--- src/trc_pkg.sv ---
// Shared types, constants and code table for the tri-state remote code transmitter.
// No dependencies; every other source file except trc_if imports this package.
package trc_pkg;

  localparam int unsigned SYMBOLS_PER_FRAME = 12;
  localparam int unsigned SYM_IDX_W         = 4;   // holds 0..12, 12 = sync
  localparam int unsigned CODE_W            = 2 * SYMBOLS_PER_FRAME;

  localparam int unsigned SHORT_W  = 12;
  localparam int unsigned LONG_W   = 12;
  localparam int unsigned GAP_W    = 16;
  localparam int unsigned REPEAT_W = 8;
  localparam int unsigned CFG_IDX_W  = 2;
  localparam int unsigned CFG_DATA_W = 16;

  localparam logic [SHORT_W-1:0]  SHORT_RST  = SHORT_W'(133);
  localparam logic [LONG_W-1:0]   LONG_RST   = LONG_W'(400);
  localparam logic [GAP_W-1:0]    GAP_RST    = GAP_W'(4133);
  localparam logic [REPEAT_W-1:0] REPEAT_RST = REPEAT_W'(30);

  // Configuration register indexes
  typedef enum logic [CFG_IDX_W-1:0] {
    REG_SHORT_TICKS    = 2'd0,
    REG_LONG_TICKS     = 2'd1,
    REG_SYNC_GAP_TICKS = 2'd2,
    REG_FRAME_REPEATS  = 2'd3
  } cfg_reg_t;

  // Symbol codes inside the code word
  typedef enum logic [1:0] {
    SYM_ZERO  = 2'd0,
    SYM_ONE   = 2'd1,
    SYM_FLOAT = 2'd2,
    SYM_SPARE = 2'd3
  } sym_t;

  // Input function codes
  typedef enum logic {
    FUNC_TICK  = 1'b0,
    FUNC_START = 1'b1
  } func_t;

  typedef struct packed {
    logic [SHORT_W-1:0]  short_ticks;
    logic [LONG_W-1:0]   long_ticks;
    logic [GAP_W-1:0]    sync_gap_ticks;
    logic [REPEAT_W-1:0] frame_repeats;
  } cfg_t;

  typedef struct packed {
    logic pin_level;
    logic busy_res;
    logic started;
  } result_t;

  // Code word for {channel - 1, turn_on}; symbol k sits in bits 2k+1..2k
  function automatic logic [CODE_W-1:0] code_lookup(input logic [2:0] row);
    logic [CODE_W-1:0] w;
    case (row)
      3'd0:    w = 24'h1AA222;
      3'd1:    w = 24'h4AA222;
      3'd2:    w = 24'h1A8A22;
      3'd3:    w = 24'h4A8A22;
      3'd4:    w = 24'h1A2A22;
      3'd5:    w = 24'h4A2A22;
      3'd6:    w = 24'h18AA22;
      3'd7:    w = 24'h48AA22;
      default: w = '0;
    endcase
    return w;
  endfunction

endpackage

--- src/trc_if.sv ---
// Valid/ready channel interfaces for command items and result items.
// Field widths are declared here directly; trc_pkg is not imported.
interface trc_in_if;
  logic       valid;
  logic       ready;
  logic       func;
  logic [2:0] channel;
  logic       turn_on;

  modport source (output valid, func, channel, turn_on, input ready);
  modport sink   (input valid, func, channel, turn_on, output ready);
endinterface

interface trc_out_if;
  logic valid;
  logic ready;
  logic pin_level;
  logic busy_res;
  logic started;

  modport source (output valid, pin_level, busy_res, started, input ready);
  modport sink   (input valid, pin_level, busy_res, started, output ready);
endinterface

--- src/tristate_remote_code_transmitter.sv ---
// Top level of the tri-state remote code transmitter: config registers,
// frame sequencer and result register. Depends on trc_pkg, trc_if, trc_cfg, trc_seq.
//
// Each input item is either one timer tick or a start command and yields one
// result (pin level, busy, started). An item is taken every clock cycle while
// results are taken: its state update and result are computed combinationally
// from the sequencer registers and loaded into the result register, so the
// result is registered and throughput is one item per cycle as long as results
// are taken. The result register lets a new item enter while the previous result is being
// transferred. Configuration writes take effect on the next item.
module tristate_remote_code_transmitter
  import trc_pkg::*;
(
  input  logic                  clk,
  input  logic                  rst_n,
  trc_in_if.sink                in_ch,
  trc_out_if.source             out_ch,
  input  logic                  cfg_we,
  input  logic [CFG_IDX_W-1:0]  cfg_idx,
  input  logic [CFG_DATA_W-1:0] cfg_wdata
);

  cfg_t    cfg;
  result_t res_nxt;
  result_t res_r;
  logic    out_valid_r;
  logic    item_go;

  // Take an item when the result slot is free or being drained
  assign in_ch.ready = !out_valid_r || out_ch.ready;
  assign item_go     = in_ch.valid && in_ch.ready;

  trc_cfg u_cfg (
    .clk       (clk),
    .rst_n     (rst_n),
    .cfg_we    (cfg_we),
    .cfg_idx   (cfg_idx),
    .cfg_wdata (cfg_wdata),
    .cfg       (cfg)
  );

  trc_seq u_seq (
    .clk     (clk),
    .rst_n   (rst_n),
    .cfg     (cfg),
    .item_go (item_go),
    .func    (in_ch.func),
    .channel (in_ch.channel),
    .turn_on (in_ch.turn_on),
    .res_nxt (res_nxt)
  );

  // Result register valid flag
  always_ff @(posedge clk) begin
    if (!rst_n) begin
      out_valid_r <= 1'b0;
    end else if (item_go) begin
      out_valid_r <= 1'b1;
    end else if (out_ch.ready) begin
      out_valid_r <= 1'b0;
    end
  end

  // Result payload
  always_ff @(posedge clk) begin
    if (item_go) begin
      res_r <= res_nxt;
    end
  end

  assign out_ch.valid     = out_valid_r;
  assign out_ch.pin_level = res_r.pin_level;
  assign out_ch.busy_res  = res_r.busy_res;
  assign out_ch.started   = res_r.started;

  // A start result always shows a busy block with the pin high
  a_start_busy: assert property (@(posedge clk) disable iff (!rst_n)
    (out_valid_r && res_r.started) |-> (res_r.busy_res && res_r.pin_level))
    else $error("start result without busy and high pin");

  // An idle block never drives the pin high
  a_idle_low: assert property (@(posedge clk) disable iff (!rst_n)
    (out_valid_r && !res_r.busy_res) |-> !res_r.pin_level)
    else $error("pin high while idle");

  // A start is only accepted from idle: two back-to-back transfers cannot both start
  a_no_double_start: assert property (@(posedge clk) disable iff (!rst_n)
    (item_go && res_nxt.started) |=> !(item_go && res_nxt.started))
    else $error("start accepted while busy");

  // Every transfer loads the result register
  a_load: assert property (@(posedge clk) disable iff (!rst_n)
    item_go |=> (out_valid_r && res_r == $past(res_nxt)))
    else $error("result register not loaded");

endmodule

--- src/trc_cfg.sv ---
// Configuration register file: pulse timing and frame repeat count.
// Depends on trc_pkg.
module trc_cfg
  import trc_pkg::*;
(
  input  logic                  clk,
  input  logic                  rst_n,
  input  logic                  cfg_we,
  input  logic [CFG_IDX_W-1:0]  cfg_idx,
  input  logic [CFG_DATA_W-1:0] cfg_wdata,
  output cfg_t                  cfg
);

  cfg_t cfg_r;

  // Write the addressed register, keep the others
  always_ff @(posedge clk) begin
    if (!rst_n) begin
      cfg_r.short_ticks    <= SHORT_RST;
      cfg_r.long_ticks     <= LONG_RST;
      cfg_r.sync_gap_ticks <= GAP_RST;
      cfg_r.frame_repeats  <= REPEAT_RST;
    end else if (cfg_we) begin
      case (cfg_reg_t'(cfg_idx))
        REG_SHORT_TICKS:    cfg_r.short_ticks    <= cfg_wdata[SHORT_W-1:0];
        REG_LONG_TICKS:     cfg_r.long_ticks     <= cfg_wdata[LONG_W-1:0];
        REG_SYNC_GAP_TICKS: cfg_r.sync_gap_ticks <= cfg_wdata[GAP_W-1:0];
        REG_FRAME_REPEATS:  cfg_r.frame_repeats  <= cfg_wdata[REPEAT_W-1:0];
        default: ;
      endcase
    end
  end

  assign cfg = cfg_r;

endmodule

--- src/trc_seq.sv ---
// Frame sequencer: code word, symbol/phase/repeat counters and pin state.
// Computes the next state and the result of one item; depends on trc_pkg.
module trc_seq
  import trc_pkg::*;
(
  input  logic       clk,
  input  logic       rst_n,
  input  cfg_t       cfg,
  input  logic       item_go,
  input  logic       func,
  input  logic [2:0] channel,
  input  logic       turn_on,
  output result_t    res_nxt
);

  logic [CODE_W-1:0]    code_word_r, code_word_nxt;
  logic [SYM_IDX_W-1:0] sym_idx_r, sym_idx_nxt;
  logic [1:0]           phase_r, phase_nxt;
  logic [GAP_W-1:0]     phase_cnt_r, phase_cnt_nxt;
  logic [REPEAT_W-1:0]  repeat_r, repeat_nxt;
  logic                 active_r, active_nxt;
  logic                 pin_r, pin_nxt;

  logic [SYMBOLS_PER_FRAME-1:0][1:0] code_syms;
  logic                 in_sync;
  sym_t                 sym;
  logic                 is_short;
  logic [GAP_W-1:0]     duration;
  logic [GAP_W-1:0]     cnt_inc;
  logic                 start_ok;
  logic [2:0]           chan_m1;
  logic [REPEAT_W-1:0]  repeat_inc;
  logic                 last_phase;

  assign code_syms = code_word_r;
  assign in_sync   = (sym_idx_r >= SYM_IDX_W'(SYMBOLS_PER_FRAME));

  // Pick the current symbol; the sync slot has none
  always_comb begin
    sym = SYM_ZERO;
    if (!in_sync) sym = sym_t'(code_syms[sym_idx_r]);
  end

  // Short or long phase for the current symbol
  always_comb begin
    case (sym)
      SYM_ZERO: is_short = (phase_r == 2'd0) || (phase_r == 2'd2);
      SYM_ONE:  is_short = (phase_r == 2'd1) || (phase_r == 2'd3);
      default:  is_short = (phase_r == 2'd0) || (phase_r == 2'd3);
    endcase
  end

  // Phase duration in ticks
  always_comb begin
    if (in_sync) begin
      duration = (phase_r == 2'd0) ? GAP_W'(cfg.short_ticks) : cfg.sync_gap_ticks;
    end else begin
      duration = is_short ? GAP_W'(cfg.short_ticks) : GAP_W'(cfg.long_ticks);
    end
  end

  assign cnt_inc    = phase_cnt_r + GAP_W'(1);
  assign chan_m1    = channel - 3'd1;
  assign start_ok   = !active_r && (channel >= 3'd1) && (channel <= 3'd4);
  assign repeat_inc = repeat_r + REPEAT_W'(1);
  assign last_phase = in_sync ? (phase_r == 2'd1) : (phase_r == 2'd3);

  // Next state for a start command or a tick
  always_comb begin
    code_word_nxt = code_word_r;
    sym_idx_nxt   = sym_idx_r;
    phase_nxt     = phase_r;
    phase_cnt_nxt = phase_cnt_r;
    repeat_nxt    = repeat_r;
    active_nxt    = active_r;
    pin_nxt       = pin_r;
    res_nxt.started = 1'b0;

    if (func_t'(func) == FUNC_START) begin
      if (start_ok) begin
        code_word_nxt   = code_lookup({chan_m1[1:0], turn_on});
        sym_idx_nxt     = '0;
        phase_nxt       = '0;
        phase_cnt_nxt   = '0;
        repeat_nxt      = '0;
        active_nxt      = 1'b1;
        pin_nxt         = 1'b1;
        res_nxt.started = 1'b1;
      end
    end else if (active_r) begin
      phase_cnt_nxt = cnt_inc;
      if (cnt_inc >= duration) begin
        phase_cnt_nxt = '0;
        if (!last_phase) begin
          phase_nxt = phase_r + 2'd1;
          pin_nxt   = phase_r[0];
        end else begin
          phase_nxt = '0;
          pin_nxt   = 1'b1;
          if (!in_sync) begin
            sym_idx_nxt = sym_idx_r + SYM_IDX_W'(1);
          end else begin
            sym_idx_nxt = '0;
            repeat_nxt  = repeat_inc;
            if ((repeat_inc >= cfg.frame_repeats) || (cfg.frame_repeats == '0)) begin
              active_nxt = 1'b0;
              pin_nxt    = 1'b0;
            end
          end
        end
      end
    end

    res_nxt.pin_level = pin_nxt;
    res_nxt.busy_res  = active_nxt;
  end

  // Hold state between items, advance on each transfer
  always_ff @(posedge clk) begin
    if (!rst_n) begin
      code_word_r <= '0;
      sym_idx_r   <= '0;
      phase_r     <= '0;
      phase_cnt_r <= '0;
      repeat_r    <= '0;
      active_r    <= 1'b0;
      pin_r       <= 1'b0;
    end else if (item_go) begin
      code_word_r <= code_word_nxt;
      sym_idx_r   <= sym_idx_nxt;
      phase_r     <= phase_nxt;
      phase_cnt_r <= phase_cnt_nxt;
      repeat_r    <= repeat_nxt;
      active_r    <= active_nxt;
      pin_r       <= pin_nxt;
    end
  end

endmodule
--- src/flat_wrapper.sv ---
// flat-port wrapper written by rule: the top's interface ports become plain ports
module tristate_remote_code_transmitter_flat import trc_pkg::*;
  (clk, rst_n, cfg_we, cfg_idx, cfg_wdata, in_ch_valid, in_ch_func, in_ch_channel, in_ch_turn_on, in_ch_ready, out_ch_valid, out_ch_pin_level, out_ch_busy_res, out_ch_started, out_ch_ready);
  trc_in_if in_ch_i ();
  trc_out_if out_ch_i ();
  input  logic clk;
  input  logic rst_n;
  input  logic cfg_we;
  input  logic [CFG_IDX_W-1:0] cfg_idx;
  input  logic [CFG_DATA_W-1:0] cfg_wdata;
  input wire logic [$bits(in_ch_i.valid)-1:0] in_ch_valid;
  input wire logic [$bits(in_ch_i.func)-1:0] in_ch_func;
  input wire logic [$bits(in_ch_i.channel)-1:0] in_ch_channel;
  input wire logic [$bits(in_ch_i.turn_on)-1:0] in_ch_turn_on;
  output wire logic [$bits(in_ch_i.ready)-1:0] in_ch_ready;
  output wire logic [$bits(out_ch_i.valid)-1:0] out_ch_valid;
  output wire logic [$bits(out_ch_i.pin_level)-1:0] out_ch_pin_level;
  output wire logic [$bits(out_ch_i.busy_res)-1:0] out_ch_busy_res;
  output wire logic [$bits(out_ch_i.started)-1:0] out_ch_started;
  input wire logic [$bits(out_ch_i.ready)-1:0] out_ch_ready;
  assign in_ch_i.valid = in_ch_valid;
  assign in_ch_i.func = in_ch_func;
  assign in_ch_i.channel = in_ch_channel;
  assign in_ch_i.turn_on = in_ch_turn_on;
  assign in_ch_ready = in_ch_i.ready;
  assign out_ch_valid = out_ch_i.valid;
  assign out_ch_pin_level = out_ch_i.pin_level;
  assign out_ch_busy_res = out_ch_i.busy_res;
  assign out_ch_started = out_ch_i.started;
  assign out_ch_i.ready = out_ch_ready;
  tristate_remote_code_transmitter u_core (.clk(clk), .rst_n(rst_n), .in_ch(in_ch_i), .out_ch(out_ch_i), .cfg_we(cfg_we), .cfg_idx(cfg_idx), .cfg_wdata(cfg_wdata));
endmodule
--- config.mk ---
export PLATFORM = sky130hd
export DESIGN_NAME = tristate_remote_code_transmitter_flat
export DESIGN_NICKNAME = d
export VERILOG_FILES = /design/src/trc_pkg.sv /design/src/trc_if.sv /design/src/tristate_remote_code_transmitter.sv /design/src/trc_cfg.sv /design/src/trc_seq.sv /design/src/flat_wrapper.sv
export SDC_FILE = /design/constraint.sdc
export NUM_CORES = 1
export LEC_CHECK = 0
export BUFFER_PORTS_ARGS = -buffer_cell sky130_fd_sc_hd__buf_2
export CAP_MARGIN = 20
export CORE_MARGIN = 3
export CORE_UTILIZATION = 55
export DETAILED_ROUTE_END_ITERATION = 6
export GPL_TIMING_DRIVEN = 0
export PLACE_DENSITY = 0.73
export SLEW_MARGIN = 20
export SYNTH_ARGS = -nofsm -noshare
export SYNTH_HDL_FRONTEND = slang
export SYNTH_SLANG_ARGS = --single-unit
--- constraint.sdc ---
create_clock -name clk -period 5.2 [get_ports clk]
set_clock_uncertainty 0.05 [all_clocks]
set_input_delay 0.52 -clock clk [delete_from_list [all_inputs] [get_ports clk]]
set_output_delay 0.52 -clock clk [all_outputs]
set_load 0.1 [all_outputs]
=== After elaboration in Yosys (flattened, before gate mapping) ===
Memories as Yosys holds them, arrays and structs flattened. A register that Yosys moved wholly into a read port is not among the register bits.
Index checks and enable logic that the tools add are counted.
Widths: inputs -> output; s select.

* ROM bits: 48
* Bits of input ports: 28
* Memories kept: 1
* Word-level logic and storage cells: 108
* Register bits: 108

{| class="wikitable"
|+ Memories
! memory !! depth !! bits a word !! rd ports !! clocked after memory_dff !! wr ports !! line !! source
|-
| (no name shown) || 8 || 6 || 1 || 1 || 0 || trc_pkg.sv:59 || <nowiki>case (row)</nowiki>
|}

* $lt $le $gt $ge: 6
* Reduce and logical (&&, ||, !) cells: 29
* Multiplexer cells: 44
* Equality and inequality tests: 8
* Add/sub/neg operators: 5

{| class="wikitable"
|+ Operator list
! kind !! count
|-
| $mux 16 || 6
|-
| $mux 8 || 6
|-
| $mux 4 || 6
|-
| $add 16x1->16 const B || 1
|-
| $ge 16x16->1 || 1
|-
| $mux 1 || 16
|-
| $mux 2 || 7
|-
| $mux 12 || 1
|-
| $reduce_bool 2->1 || 5
|-
| $add 8x1->8 const B || 1
|-
| $bmux 2 s4 || 1
|-
| $eq 2x2->1 const B || 4
|-
| $ge 8x8->1 || 1
|-
| $logic_not 8->1 || 1
|-
| $reduce_and 2->1 || 4
|-
| $eq 2x1->1 const B || 3
|-
| $logic_not 2->1 || 3
|-
| $reduce_and 3->1 || 2
|-
| $reduce_and 6->1 || 1
|-
| $logic_or 1x1->1 || 5
|-
| $lt 4x5->1 const B || 1
|-
| $reduce_and 5->1 || 1
|-
| $add 4x1->4 const B || 1
|-
| $ge 4x4->1 const B || 1
|-
| 9 further kinds || 13
|}

=== Logic depth before layout (Yosys ltp) ===
Gate-level depths: netlist of the first run.

* Depth after elaboration: 11
* Mapped depth: 18
* Depth with buffers taken out: 15

=== Modules after synthesis ===
A second synthesis of the first run with hierarchy kept.

* Cells, all modules: 631
* Area, all modules: 5,487.8 µm²

{| class="wikitable"
|+ Modules (own cells, without submodules)
! module !! times used !! cells an instance !! area each (µm²) !! seq. area each (µm²)
|-
| trc_seq || 1 || 433 || 3,438.3 || 780.7
|-
| trc_cfg || 1 || 190 || 1,901.8 || 960.9
|-
| tristate_remote_code_transmitter || 1 || 8 || 147.6 || 110.1
|}

=== Least setup slack after synthesis of the first run ===
Ideal clock, no wire load.

* Kind: reg-to-reg
* Start point: reg u_core.u_seq.sym_idx_r[2]
* End point: reg u_core.u_seq.repeat_r[2]
* Data required time: 5.063 ns
* Arrival: 3.615 ns
* Slack: 1.448 ns
* Buffers on the path: 1
* Cell stages (with the launch flop): 17
* Cells stage by stage: dfxtp_1 -> buf_2 -> nand3_1 -> a31oi_1 -> a21oi_2 -> o21ai_2 -> mux2_4 -> or3_4 -> o221a_2 -> ha_1 -> and3_1 -> o21ai_0 -> a311o_1 -> nand3_2 -> nand2_1 -> or4_4 -> o31ai_1

* Longest elaborated chain between the ends: 10
* Elaborated cells between the ends (all ways): 15
* Classes of those cells: order compare (2); eq/ne (1); mux (7); reduce/logical (5)

{| class="wikitable"
|+ Ends and longest elaborated chain
! element !! line !! source
|-
| start, declared || trc_seq.sv:17 || <nowiki>logic [SYM_IDX_W-1:0] sym_idx_r, sym_idx_nxt;</nowiki>
|-
| start signal, assigned || trc_seq.sv:130 || <nowiki>sym_idx_r <= sym_idx_nxt;</nowiki>
|-
| $bmux 2 s4 || trc_seq.sv:41 || <nowiki>if (!in_sync) sym = sym_t'(code_syms[sym_idx_r]);</nowiki>
|-
| $mux 2 (implied by the code) || trc_seq.sv:41 ||
|-
| $mux 2 || trc_seq.sv:41 ||
|-
| $eq 2x1->1 or $logic_not 2->1 (tied branches) || trc_seq.sv:46 || <nowiki>case (sym)</nowiki>
|-
| $pmux 1 s2 || trc_seq.sv:46 ||
|-
| $mux 12 || trc_seq.sv:58 || <nowiki>duration = is_short ? GAP_W'(cfg.short_ticks) : GAP_W'(cfg.long_ticks);</nowiki>
|-
| $mux 16 || trc_seq.sv:55 || <nowiki>if (in_sync) begin</nowiki>
|-
| $ge 16x16->1 || trc_seq.sv:92 || <nowiki>if (cnt_inc >= duration) begin</nowiki>
|-
| $reduce_bool 2->1 (no source line) || - ||
|-
| $reduce_and 6->1 (no source line) * || - ||
|-
| end signal, assigned || trc_seq.sv:133 || <nowiki>repeat_r <= repeat_nxt;</nowiki>
|-
| end, declared || trc_seq.sv:20 || <nowiki>logic [REPEAT_W-1:0] repeat_r, repeat_nxt;</nowiki>
|}

Every way passes the cells marked *; elsewhere a longest branch is shown, timed or not. The select of a mux whose other input is x is not followed.
A chain may end at the register's enable or synchronous reset.

=== Worst setup path after layout of the first run ===
* Start point: reg u_core.u_seq.sym_idx_r[2]
* End point: reg u_core.u_seq.phase_cnt_r[8]

* Longest elaborated chain between the ends: 11
* Elaborated cells between the ends (all ways): 13
* Classes of those cells: order compare (2); eq/ne (1); mux (9); reduce/logical (1)

{| class="wikitable"
|+ Ends and longest elaborated chain
! element !! line !! source
|-
| $bmux 2 s4 || trc_seq.sv:41 ||
|-
| $mux 2 (implied by the code) || trc_seq.sv:41 ||
|-
| $mux 2 || trc_seq.sv:41 ||
|-
| $eq 2x1->1 or $logic_not 2->1 (tied branches) || trc_seq.sv:46 ||
|-
| $pmux 1 s2 || trc_seq.sv:46 ||
|-
| $mux 12 || trc_seq.sv:58 ||
|-
| $mux 16 * || trc_seq.sv:55 ||
|-
| $ge 16x16->1 * || trc_seq.sv:92 ||
|-
| $mux 16 * || trc_seq.sv:92 ||
|-
| $mux 16 * || trc_seq.sv:90 || <nowiki>end else if (active_r) begin</nowiki>
|-
| $mux 16 * || trc_seq.sv:79 || <nowiki>if (func_t'(func) == FUNC_START) begin</nowiki>
|-
| end signal, assigned || trc_seq.sv:132 || <nowiki>phase_cnt_r <= phase_cnt_nxt;</nowiki>
|-
| end, declared || trc_seq.sv:19 || <nowiki>logic [GAP_W-1:0] phase_cnt_r, phase_cnt_nxt;</nowiki>
|}

Marked as above.

==> results.md, run 1 <==
* Outcome: complete, no violations
* Drt wl/cell at between 15 and 20 µm
* Worst reg-to-reg setup slack at approximately 0.75 ns
* Via density at about 5.9
* Setup crit end: u_core.u_seq.phase_cnt_r[8]$_SDFFE_PN0P_
* CTS tree: done
* Place WS at ~0.84 ns
* Max VDD drop at between 0.15 and 0.2 mV
* DRC at 0
* Post-CTS setup buffers at 0
* Final-layout fill cell count at about 800
* Fin util at 0.6323
* Routed via count at approximately 4600
* Reg2Reg Launch Point: u_core.u_seq.sym_idx_r[2]$_SDFFE_PN0P_
* CP delay by family, top: compound AO/OA/AOI/OAI gates
* Slew Limit Headroom at 0.5217
* Synth area leaders: dfxtp_1 (35%), nand2_1 (11%), ha_1 (7.7%), a21oi_1 (4.4%), nand3_1 (3.6%)
* Routability Congestion at between 0.8 and 0.9
* Final setup viols at 0
* H-tree depth at 3
* Hold-fix buffers, CTS at 0
* Final setup margin at about 0.75 ns
* Site row count at 34
* Worst Setup Start Kind: flop
* Leakage power at roughly 0.0022 µW
* Total Routed Length at 12490 µm
* Clk slew on worst S/H paths at approximately 0.090 ns
* Syn_nets at 677
* Total track usage at 0.2533
* Footprint of the multi-input gates at 2948 µm²
* Sink Count at 91
* Final worst path period share at 0.8567
* Initial core utilization at 0.5692
* Number of buffers and inverters on the critical path at 3
* Slowest stage delay, CP at ~0.43 ns
* Register area share after synthesis at 0.3694
* Tightest Pin Transition at ~0.72 ns
* Max clock buf depth at 2
* Top cell type's share of synthesized area at 0.3515
* Antenna Cells at 0
* Critical path's slowest cell: a21oi_2
* Critical path class: flop to flop
* Critical path required time at ~5.4 ns
* Fmax at ~0.22 GHz
* Crit-path max FO at 10
* HP Class: input pin to flop
* Seq cells post-synth at 91
* Final Critical Period at between 4 and 5 ns
* Max cap viols at 0
* Largest net degree at the start of global routing at 17
* Antenna violations before repair at 0
* Ys async rst share at 0
* RSZ-0062 raised after global routing: false
* EDFF count, synth at 3
* Num CTS Buffers at 9
* Yosys warns at 0
* Worst Path Arrival at roughly 4.7 ns
* ANT nets after route at 0
* Netlist cell types at 65
* Worst-skew pair later-pin latency at approximately 0.36 ns
* Post-cts resize count at 0
* CORE AREA at 8806 µm²
* Syn Area/Cell at approximately 8 µm²
* Final count of hold timing violations at 0
* Number of global-route vias before repair at ~4400
* Register area at between 1500 and 2000 µm²
* Share of cells above drive strength 1 at 0.1280
* Reg-to-Reg End: u_core.u_seq.phase_cnt_r[8]$_SDFFE_PN0P_
* Hold Path Stages at 2
* Port Buffers at 30
* Drt pass-1 iters at 5
* GRT overflow at 0
* Chip Height at ~100 µm
* Reg2reg path depth at 18
* Final nets at 718
* Root Driver: clkbuf_8
* Number of stages on the worst setup path at 18
* Width of the die at 101.5 µm
* Die ar. at ~10000 µm²
* Tot Pwr at 1554 µW
* Num ports at 33
* Hpwl dp at around 9100 µm
* Slew Limit Fails at 0
* Initial DRC count at 270
* Crit end category: flop
* Main synth FF type: dfxtp_1
* Pwr Density at 279.1 nW/µm²
* Mapped Area at 5012 µm²
* Synth-to-layout area growth at 11.08%
* Critical-path cell list: buf_2, nand3_1, a31oi_1, a21oi_2, o21ai_2, mux2_4, a21oi_1, buf_2, o221ai_2, ha_1, a21oi_1, nand2_1, a211oi_2, nand3_2, a21oi_2, buf_2, o21ai_0, a21oi_1
* Global-route wire length before repair at ~21000 µm
* Final setup TNS at 0 ns
* Gate Count Post-Synth at roughly 600
* Crit. Startpoint: u_core.u_seq.sym_idx_r[2]$_SDFFE_PN0P_
* Synth area leader: dfxtp_1
==> worst min-delay path by stage <==
stage | from | to | slack [ns]
final | in_ch_turn_on | u_core.u_seq.code_syms[20]$_SDFFE_PN0P_ | 0.29
after global routing | in_ch_turn_on | u_core.u_seq.code_syms[20]$_SDFFE_PN0P_ | 0.30
after CTS | in_ch_turn_on | u_core.u_seq.code_syms[20]$_SDFFE_PN0P_ | 0.28
after detailed placement | u_core.u_cfg.cfg[9]$_SDFFE_PN0P_ | u_core.u_cfg.cfg[9]$_SDFFE_PN0P_ | 0.39
after global placement | u_core.u_cfg.cfg[14]$_SDFFE_PN0P_ | u_core.u_cfg.cfg[14]$_SDFFE_PN0P_ | 0.39
after floorplan | u_core.u_cfg.cfg[11]$_SDFFE_PN0P_ | u_core.u_cfg.cfg[11]$_SDFFE_PN0P_ | 0.38
==> worst register-to-register path, stage by stage, from the launching register on <==
cell and delay, ns:
dfxtp_1 0.34, buf_2 0.19, nand3_1 0.10, a31oi_1 0.25
a21oi_2 0.06, o21ai_2 0.15, mux2_4 0.32, a21oi_1 0.25
buf_2 0.36, o221ai_2 0.15, ha_1 0.32, a21oi_1 0.15
nand2_1 0.08, a211oi_2 0.35, nand3_2 0.22, a21oi_2 0.43
buf_2 0.32, o21ai_0 0.14, a21oi_1 0.15
==> Yosys cell counts (all sizes together) (5+ instances only) <==
cell type / count
a211oi: 6
nand4: 8
buf: 7
dfxtp: 88
and3: 6
ha: 31
clkbuf: 26
inv: 16
nor3: 8
xor2: 11
o21ai: 17
mux2i: 6
a21oi: 46
nor2: 34
nand3: 37
or3: 14
a31oi: 8
nor4: 5
o211a: 5
o211ai: 5
xnor2: 13
nand2: 145
nand2b: 6
o221ai: 11
==> metrics by stage <==
| step | std cells | hold slack (ns) | instance area (µm²) |
|---|---|---|---|
| after detailed placement | 756 | 0.3935 | 5298 |
| after floorplan | 618 | 0.3820 | 5012 |
| after global placement | 756 | 0.3891 | 5298 |
| final | 772 | 0.2934 | 5568 |
| after global routing | 772 | 0.2984 | 5568 |
| after CTS | 772 | 0.2825 | 5568 |
==> where the power goes <==
part | internal [µW] | switching (µW)
registers | 723 | 13.0
logic | 56.7 | 119
clock network | 372 | 270
==> logic make-up after synthesis <==
group           after synthesis  synth area share
compound gates              125            0.1802
xor+xnor                     24           0.04194
fa+ha+maj                    31           0.07738
buf+inv                      50           0.04243
flops                        91            0.3694
mux                          10           0.02247
simple gates                287            0.2661
==> metal layers <==
| layer | vias to the layer above | GRT usage | share of wire |
|---|---|---|---|
| met2 | 122 | 0.4054 | 0.47 |
| li1 | 2258 | - | - |
| met5 | - | 0 | 0 |
| met3 | 22 | 0.04270 | 0.048 |
| met4 | 0 | 0.09816 | 0.024 |
| met1 | 2166 | 0.3420 | 0.46 |
==> area by class of cell <==
type,count,share of cell area
plain buffers,33,0.02674
clock buffers,9,0.02225
clock inverters,7,0.02629
inverters,17,0.01146
multi-input cells,477,0.5294
flip-flops and latches,91,0.3326
well taps,108,0.02427
repair buffers,30,0.02697
==> state kept, by name (all words and copies together), names as in the netlist <==
signal	count
u_core.out_ch.busy_res	1
u_core.out_ch.pin_level	1
u_core.out_ch.started	1
u_core.out_ch.valid	1
u_core.u_cfg.cfg	48
u_core.u_seq.active_r	1
u_core.u_seq.code_syms	7
u_core.u_seq.phase_cnt_r	16
u_core.u_seq.phase_r	2
u_core.u_seq.pin_r	1
u_core.u_seq.repeat_r	8
u_core.u_seq.sym_idx_r	4
==> layout by cell type (no fill, tap or decap), types with 3 or more instances in the layout <==
cell type / Yosys / final
nand2_1: 144 / 144
dfxtp_1: 88 / 88
a21oi_1: 44 / 44
nand3_1: 36 / 36
buf_2: 4 / 34
nor2_1: 34 / 34
ha_1: 31 / 31
clkbuf_1: 25 / 25
o21ai_0: 16 / 16
inv_1: 15 / 15
or3_1: 13 / 13
xnor2_1: 13 / 13
xor2_1: 11 / 11
o221ai_2: 10 / 10
clkbuf_8: 0 / 9
nand4_1: 8 / 8
a31oi_1: 8 / 8
nor3_1: 8 / 8
nand2b_1: 6 / 6
and3_1: 6 / 6
mux2i_1: 6 / 6
o211ai_1: 5 / 5
a211oi_1: 5 / 5
o211a_1: 5 / 5
nor2b_1: 4 / 4
nor4_1: 4 / 4
and2_1: 4 / 4
a21boi_0: 4 / 4
a22o_1: 4 / 4
bufinv_16: 0 / 4
o21a_1: 3 / 3
nor3b_1: 3 / 3
or2_2: 3 / 3
nand3b_1: 3 / 3
edfxtp_1: 3 / 3
Note: power is estimated with default switching activity, not from simulation.
==> inputs of run 2 (changes only) <==
--- a/config.mk
+++ b/config.mk
@@ -7,2 +7,3 @@
 export LEC_CHECK = 0
+export ABC_AREA = 1
 export BUFFER_PORTS_ARGS = -buffer_cell sky130_fd_sc_hd__buf_2
--- a/constraint.sdc
+++ b/constraint.sdc
@@ -4,2 +4,2 @@
 set_output_delay 0.52 -clock clk [all_outputs]
-set_load 0.1 [all_outputs]
+set_load 0.05 [all_outputs]
==> run 2 against run 1 <==
  * Final area increased by 3.1%
  * Clock power down 22%
  * Global-route usage decreased by 2.4 points
  * Non-clock buffer count decreased by 10
  * Largest cell class unchanged
  * Highest routed layer unchanged
==> results.md, run 2 <==
* NetSw at 500.1 µW (+24%)
* Syn_nets at 783 (+16%)
* Tot Pwr at 1571 µW (+1.1%)
* RSZ-0062 raised after global routing: false
* Via density at 5.349 (-9.6%)
* Comb pwr share at 0.199 (+0.086)
* Yosys warns at 0 (unchanged)
* Root Driver: clkbuf_8
* Internal power at 1071 µW (-7.0%)
* Final nets at 825 (+15%)
* Worst Setup Start Kind: flop
* Die ar. at 10720 µm² (+4.1%)
* Final setup viols at 0 (unchanged)
* Initial core utilization at 0.5828 (+0.01360)
* Sink Count at 91 (unchanged)
* Width of the die at 103.5 µm (+2.0%)
* Max reg flops at 48 (unchanged)
* Top cell type's share of synthesized area at 0.3368 (-0.01471)
* Drt wl/cell at 13.63 µm (-16%)
* Synth area leader: dfxtp_1
* Port Buffers at 31 (+3.3%)
* Main synth FF type: dfxtp_1
* Final setup TNS at 0 ns (unchanged)
* Max VDD drop at 0.1473 mV (-5.6%)
* Slowest stage delay, CP at 0.40 ns (-0.03 ns)
* GRT overflow at 0 (unchanged)
* Critical path's slowest cell: dfxtp_1
* Routed via count at 4798 (+5.0%)
* Share of cells above drive strength 1 at 0.1466 (+0.01855)
* Clock share of power at 0.318 (-0.095)
* Routability Congestion at 0.8766 (+3.8%)
* ANT nets after route at 0 (unchanged)
* Worst reg-to-reg setup slack at 1.84 ns (+1.09 ns)
* Mapped Area at 5231 µm² (+4.4%)
* Drt pass-1 iters at 5 (unchanged)
* Tightest Pin Transition at 0.8686 ns (+0.1512 ns)
* Most numerous cell in the Yosys netlist: nand2_1
* H-tree depth at 3 (unchanged)
* Most common cell after layout, fill and taps aside: nand2_1
* Seq pwr share at 0.483 (+0.010)
* EDFF count, synth at 3 (unchanged)
* Global-route wire length before repair at 20610 µm (-0.89%)
* Pwr Density at 273.6 nW/µm² (-1.9%)
* Clk slew on worst S/H paths at 0.10 ns (about the same)
* Max cap viols at 0 (unchanged)
* Outcome: complete, no violations
* Register area share after synthesis at 0.3540 (-0.01546)
* Initial DRC count at 223 (-17%)
* HP Class: input pin to flop
* Num ports at 33 (unchanged)
* CORE AREA at 8976 µm² (+1.9%)
* Site row count at 34 (unchanged)
* Worst-skew pair later-pin latency at 0.36 ns (about the same)
* Post-cts resize count at 0 (unchanged)
* Post-CTS setup buffers at 0 (unchanged)
* Total track usage at 0.2291 (-0.02417)
* Synth area leaders: dfxtp_1 (34%), nand2_1 (8.5%), ha_1 (7.4%), inv_1 (7.3%), o21ai_0 (5.6%)
* Slew Limit Fails at 0 (unchanged)
* Critical-path cell list: inv_1, ha_1, buf_4, nor3_2, nand2_2, buf_2, nand3_1, nand3_2, nand2_1, inv_1, ha_1, nand2_1, nor3_1, nand2_1, nand4_2, nand2_4, nand2_4, buf_6, o22ai_1
* CTS tree: done
* Fmax at 0.2976 GHz (+33%)
* Slew Limit Headroom at 0.4165 (-0.1052)
* Critical Path Most Common Cell: nand2_1
* Hold-fix buffers, CTS at 0 (unchanged)
* Chip Height at 103.5 µm (+2.0%)
* Netlist cell types at 44 (-32%)
* Commonest cells in the netlist: nand2_1 (119), inv_1 (102), dfxtp_1 (88), nor2_1 (73), o21ai_0 (59)
* Critical path required time at 5.39 ns (-0.05 ns)
* DRC at 0 (unchanged)
* Final-layout fill cell count at 817 (+4.5%)
* Crit end category: flop
* Most frequent cells in the layout: nand2_1 (119), inv_1 (102), dfxtp_1 (88)
* Antenna Cells at 0 (unchanged)
* Syn Area/Cell at 7.226 µm² (-11%)
* Synth-to-layout area growth at 9.758%
* Hpwl dp at 9316 µm (+2.1%)
* Max clock buf depth at 2 (unchanged)
* Crit-path max FO at 10 (unchanged)
* Largest net degree at the start of global routing at 17 (unchanged)
* Critical path class: flop to flop
* Sw Ratio at 0.3183 (+0.05955)
* Total Routed Length at 12230 µm (-2.1%)
* Gate Count Post-Synth at 724 (+17%)
* Number of global-route vias before repair at 4443 (+1.7%)
* Num CTS Buffers at 9 (unchanged)
* Worst Path Arrival at 3.55 ns (-1.14 ns)
* Final worst path period share at 0.6461 (-0.2106)
* Antenna violations before repair at 0 (unchanged)
* Ys async rst share at 0 (unchanged)
* Leakage power at 0.002759 µW (+25%)
* Seq cells post-synth at 91 (unchanged)
* Final Critical Period at 3.360 ns (-1.095 ns)
* Final count of hold timing violations at 0 (unchanged)
[run 2: cell count changes after synthesis, moves of 13 or more]
cell      previous run  this run
a21oi_1             44        57
nor2_1              34        73
o21ai_0             16        59
nand2_2              1        17
inv_1               15       102
nand2_1            144       119
or3_1               13         0
clkbuf_1            25        12
[run 2: cells by family (layout without fill, tap and decap cells)]
kind of cell	after synthesis	after routing	synth area share
AOI/OAI and AO/OA	148	148	0.1624
xor gates and xnor gates	19	19	0.03181
adders and majority gates	31	31	0.07414
buffers and inverters	134	181	0.1045
DFF	91	91	0.3540
and+or+nand+nor	301	301	0.2731
[run 2: area by class of cell]
cell class,instances,area [µm²],area share
buffer,22,122.6,0.02136
timing repair buffer,31,155.1,0.02702
tap,126,157.7,0.02746
clock buffer,10,127.6,0.02223
clock inverter,6,70.07,0.01220
multi-input combinational,499,2833,0.4934
sequential,91,1852,0.3225
inverter,112,424.2,0.07387
[run 2: power groups by stage]
stage | registers (µW) | logic (µW) | clock network, µW
after global placement | 774 | 299 | 0
after detailed placement | 775 | 310 | 0
after CTS | 759 | 312 | 505
final | 759 | 312 | 500
after global routing | 763 | 352 | 532
after floorplan | 779 | 222 | 0
[run 2: critical path: cells and delay by family, from the launching register on]
kind	cells	cell delay, ns
AOI/OAI and AO/OA	1	0.09
adders and majority gates	2	0.50
buffers and inverters	5	0.74
DFF	1	0.40
and+or+nand+nor	11	1.46
[run 2: metrics by stage]
stage            util  hold WS [ns]  area [µm²]  worst slack, ns  cells
2_1_floorplan       -        0.3736        5231            2.318    724
3_3_place_gp   0.6176        0.3863        5544            1.933    881
3_5_place_dp   0.6176        0.3995        5544            1.882    881
4_1_cts        0.6397        0.3336        5742            1.841    897
5_1_grt        0.6397        0.3410        5742            1.518    897
6_report       0.6397        0.3435        5742            1.840    897
[run 2: final timing paths]
kind                                               from                                 endpoint  cells after the start
setup / recovery   u_core.u_seq.phase_r[0]$_SDFFE_PN0P_     u_core.u_seq.phase_r[1]$_SDFFE_PN0P_                     19
hold / removal                            in_ch_turn_on  u_core.u_seq.code_syms[22]$_SDFFE_PN0P_                      3
setup reg to reg   u_core.u_seq.phase_r[0]$_SDFFE_PN0P_     u_core.u_seq.phase_r[1]$_SDFFE_PN0P_                     19
hold reg to reg   u_core.u_seq.repeat_r[7]$_SDFFE_PN0P_    u_core.u_seq.repeat_r[7]$_SDFFE_PN0P_                      2
[run 2: layer usage]
| layer | vias up | routed length (µm) | GRT usage |
|---|---|---|---|
| met5 | - | 0 | 0 |
| met4 | 0 | 174 | 0.06268 |
| met3 | 17 | 628 | 0.03172 |
| met2 | 122 | 5636 | 0.3804 |
| met1 | 2213 | 5788 | 0.3139 |
| li1 | 2446 | - | - |
==> inputs of run 3 (changes only) <==
clock period = 3.5 ns   (was 5.2 ns; I/O delays follow)
==> run 3 against run 2 <==
  * Global-route usage stayed put
  * Count of clock-buffer cells in the layout stayed put
  * Via count hardly changed
  * Non-clock buffer count stayed put
  * Final area is 0.41% higher
  * Total power is 49% higher
  * Sequential cell count stayed put
  * Sequential share of layout area is 0.068 points lower
  * Worst setup slack worse by 1.6 ns
==> results.md, run 3 (synthesis gave the netlist of run 2 again) <==
* Antenna Cells at 0 (unchanged)
* Synth-to-layout area growth at 10.21%
* Routed via count at 4799 (+0.021%)
* Port Buffers at 31 (unchanged)
* Final count of hold timing violations at 0 (unchanged)
* Global-route wire length before repair at 20610 µm (unchanged)
* Final nets at 825 (unchanged)
* Die ar. at 10720 µm² (unchanged)
* Post-DP Area at 5544 µm² (unchanged)
* Via density at 5.350 (about the same)
* Critical Path Most Common Cell: nand2_1
* Final setup viols at 0 (unchanged)
* Max reg flops at 48 (unchanged)
* Hold-fix buffers, CTS at 0 (unchanged)
* Critical-path cell list: inv_1, ha_1, buf_4, nor3_2, nand2_2, buf_2, nand3_1, nand3_2, nand2_1, inv_1, ha_1, nand2_1, nor3_1, nand2_1, nand4_4, nand2_4, nand2_4, buf_6, o22ai_1
* Number of buffers and inverters on the critical path at 5 (unchanged)
* Final worst path period share at 0.9288 (+0.2826)
* ANT nets after route at 0 (unchanged)
* Leakage power at 0.002766 µW (+0.24%)
* RSZ-0062 raised after global routing: false
* Tightest Pin Transition at 0.8509 ns (-0.01770 ns)
* Hpwl dp at 9316 µm (unchanged)
* CTS tree: done
* Slew Limit Headroom at 0.4284 (+0.01189)
* Largest net degree at the start of global routing at 17 (unchanged)
* Antenna violations before repair at 0 (unchanged)
* Num CTS Buffers at 9 (unchanged)
* Routability Congestion at 0.8766 (unchanged)
* Final setup TNS at 0 ns (unchanged)
* Worst-skew pair later-pin latency at 0.36 ns (about the same)
* Post-cts resize count at 0 (unchanged)
* Critical path class: flop to flop
* Initial core utilization at 0.5828 (unchanged)
* Fmax at 0.3076 GHz (+3.4%)
* HP Class: input pin to flop
* Crit end category: flop
* Width of the die at 103.5 µm (unchanged)
* Slowest stage delay, CP at 0.37 ns (-0.03 ns)
* Post-Layout Cell Count at 897 (unchanged)
* Post-CTS setup buffers at 0 (unchanged)
* Drt pass-1 iters at 5 (unchanged)
* Tot Pwr at 2345 µW (+49%)
* Total Routed Length at 12270 µm (+0.34%)
* Worst Setup Start Kind: flop
* GRT overflow at 0 (unchanged)
* Most common cell after layout, fill and taps aside: nand2_1
* Drt wl/cell at 13.68 µm (+0.34%)
* Number of global-route vias before repair at 4443 (unchanged)
* DP Cell Count at 881 (unchanged)
* H-tree depth at 3 (unchanged)
* Max clock buf depth at 2 (unchanged)
* Total track usage at 0.2291 (unchanged)
* Sink Count at 91 (unchanged)
* Initial DRC count at 241 (+8.1%)
* CORE AREA at 8976 µm² (unchanged)
* Pwr Density at 406.8 nW/µm² (+49%)
* Clk slew on worst S/H paths at 0.10 ns (about the same)
* Root Driver: clkbuf_8
* Final Critical Period at 3.251 ns (-0.1093 ns)
* Crit-path max FO at 10 (unchanged)
* Critical path's slowest cell: dfxtp_2
* Chip Height at 103.5 µm (unchanged)
* Site row count at 34 (unchanged)
* Share of cells above drive strength 1 at 0.1543 (+0.007782)
* Max cap viols at 0 (unchanged)
* Final Instance Area at 5766 µm² (+0.41%)
* CP delay by family, top: simple AND/OR/NAND/NOR gates
* Most frequent cells in the layout: nand2_1 (119), inv_1 (102), dfxtp_1 (85)
* Worst Path Arrival at 3.44 ns (-0.11 ns)
* Slew Limit Fails at 0 (unchanged)
* DRC at 0 (unchanged)
* Critical path required time at 3.69 ns (-1.70 ns)
* Outcome: complete, no violations
* Max VDD drop at 0.2164 mV (+47%)
* Num ports at 33 (unchanged)
==> run 3: where the power goes <==
part           internal [µW]  leakage, µW  total [µW]  switching (µW)
Clock                    338    0.0000978         745             407
Combinational            160      0.00192         472             312
Sequential              1100     0.000750        1130            31.9
Total                   1590      0.00277        2350             751
==> run 3: worst reg2reg max path, delay by kind of cell (launching register included) <==
kind,cells,cell delay [ns]
buffers and inverters,5,0.71
AOI/OAI and AO/OA,1,0.08
and+or+nand+nor,11,1.42
DFF,1,0.37
adders and majority gates,2,0.50
==> run 3: metrics by stage <==
step,utilization,hold WS [ns],setup WS (ns)
global route,0.6423,0.1716,0.009577
CTS,0.6397,0.1636,0.1409
floorplan,-,0.3736,0.6182
detailed placement,0.6176,0.3995,0.1823
finish,0.6423,0.1723,0.2494
global placement,0.6176,0.3863,0.2326
==> run 3: final timing paths <==
kind                                             end  slack, ns                                  start  cells after the start
max reg2reg     u_core.u_seq.phase_r[1]$_SDFFE_PN0P_       0.25   u_core.u_seq.phase_r[0]$_SDFFE_PN0P_                     19
min          u_core.u_seq.code_syms[22]$_SDFFE_PN0P_       0.17                          in_ch_turn_on                      3
max             u_core.u_seq.phase_r[1]$_SDFFE_PN0P_       0.25   u_core.u_seq.phase_r[0]$_SDFFE_PN0P_                     19
min reg2reg    u_core.u_seq.repeat_r[7]$_SDFFE_PN0P_       0.41  u_core.u_seq.repeat_r[7]$_SDFFE_PN0P_                      2
==> run 3: routing by layer <==
layer  vias to the layer above  track usage  share of wire
li1                       2450            -              -
met1                      2225       0.3139           0.48
met2                       111       0.3804           0.47
met3                        13      0.03172          0.044
met4                         0      0.06268         0.0090
met5                         -            0              0
==> run 3: area by class of cell <==
cell class / count / area (µm²)
well taps: 126 / 157.7
inverters: 112 / 424.2
multi-input cells: 499 / 2853
plain buffers: 22 / 122.6
fillers: 819 / 3211
repair buffers: 31 / 155.1
clock buffers: 10 / 127.6
flip-flops and latches: 91 / 1856
clock inverters: 6 / 70.07
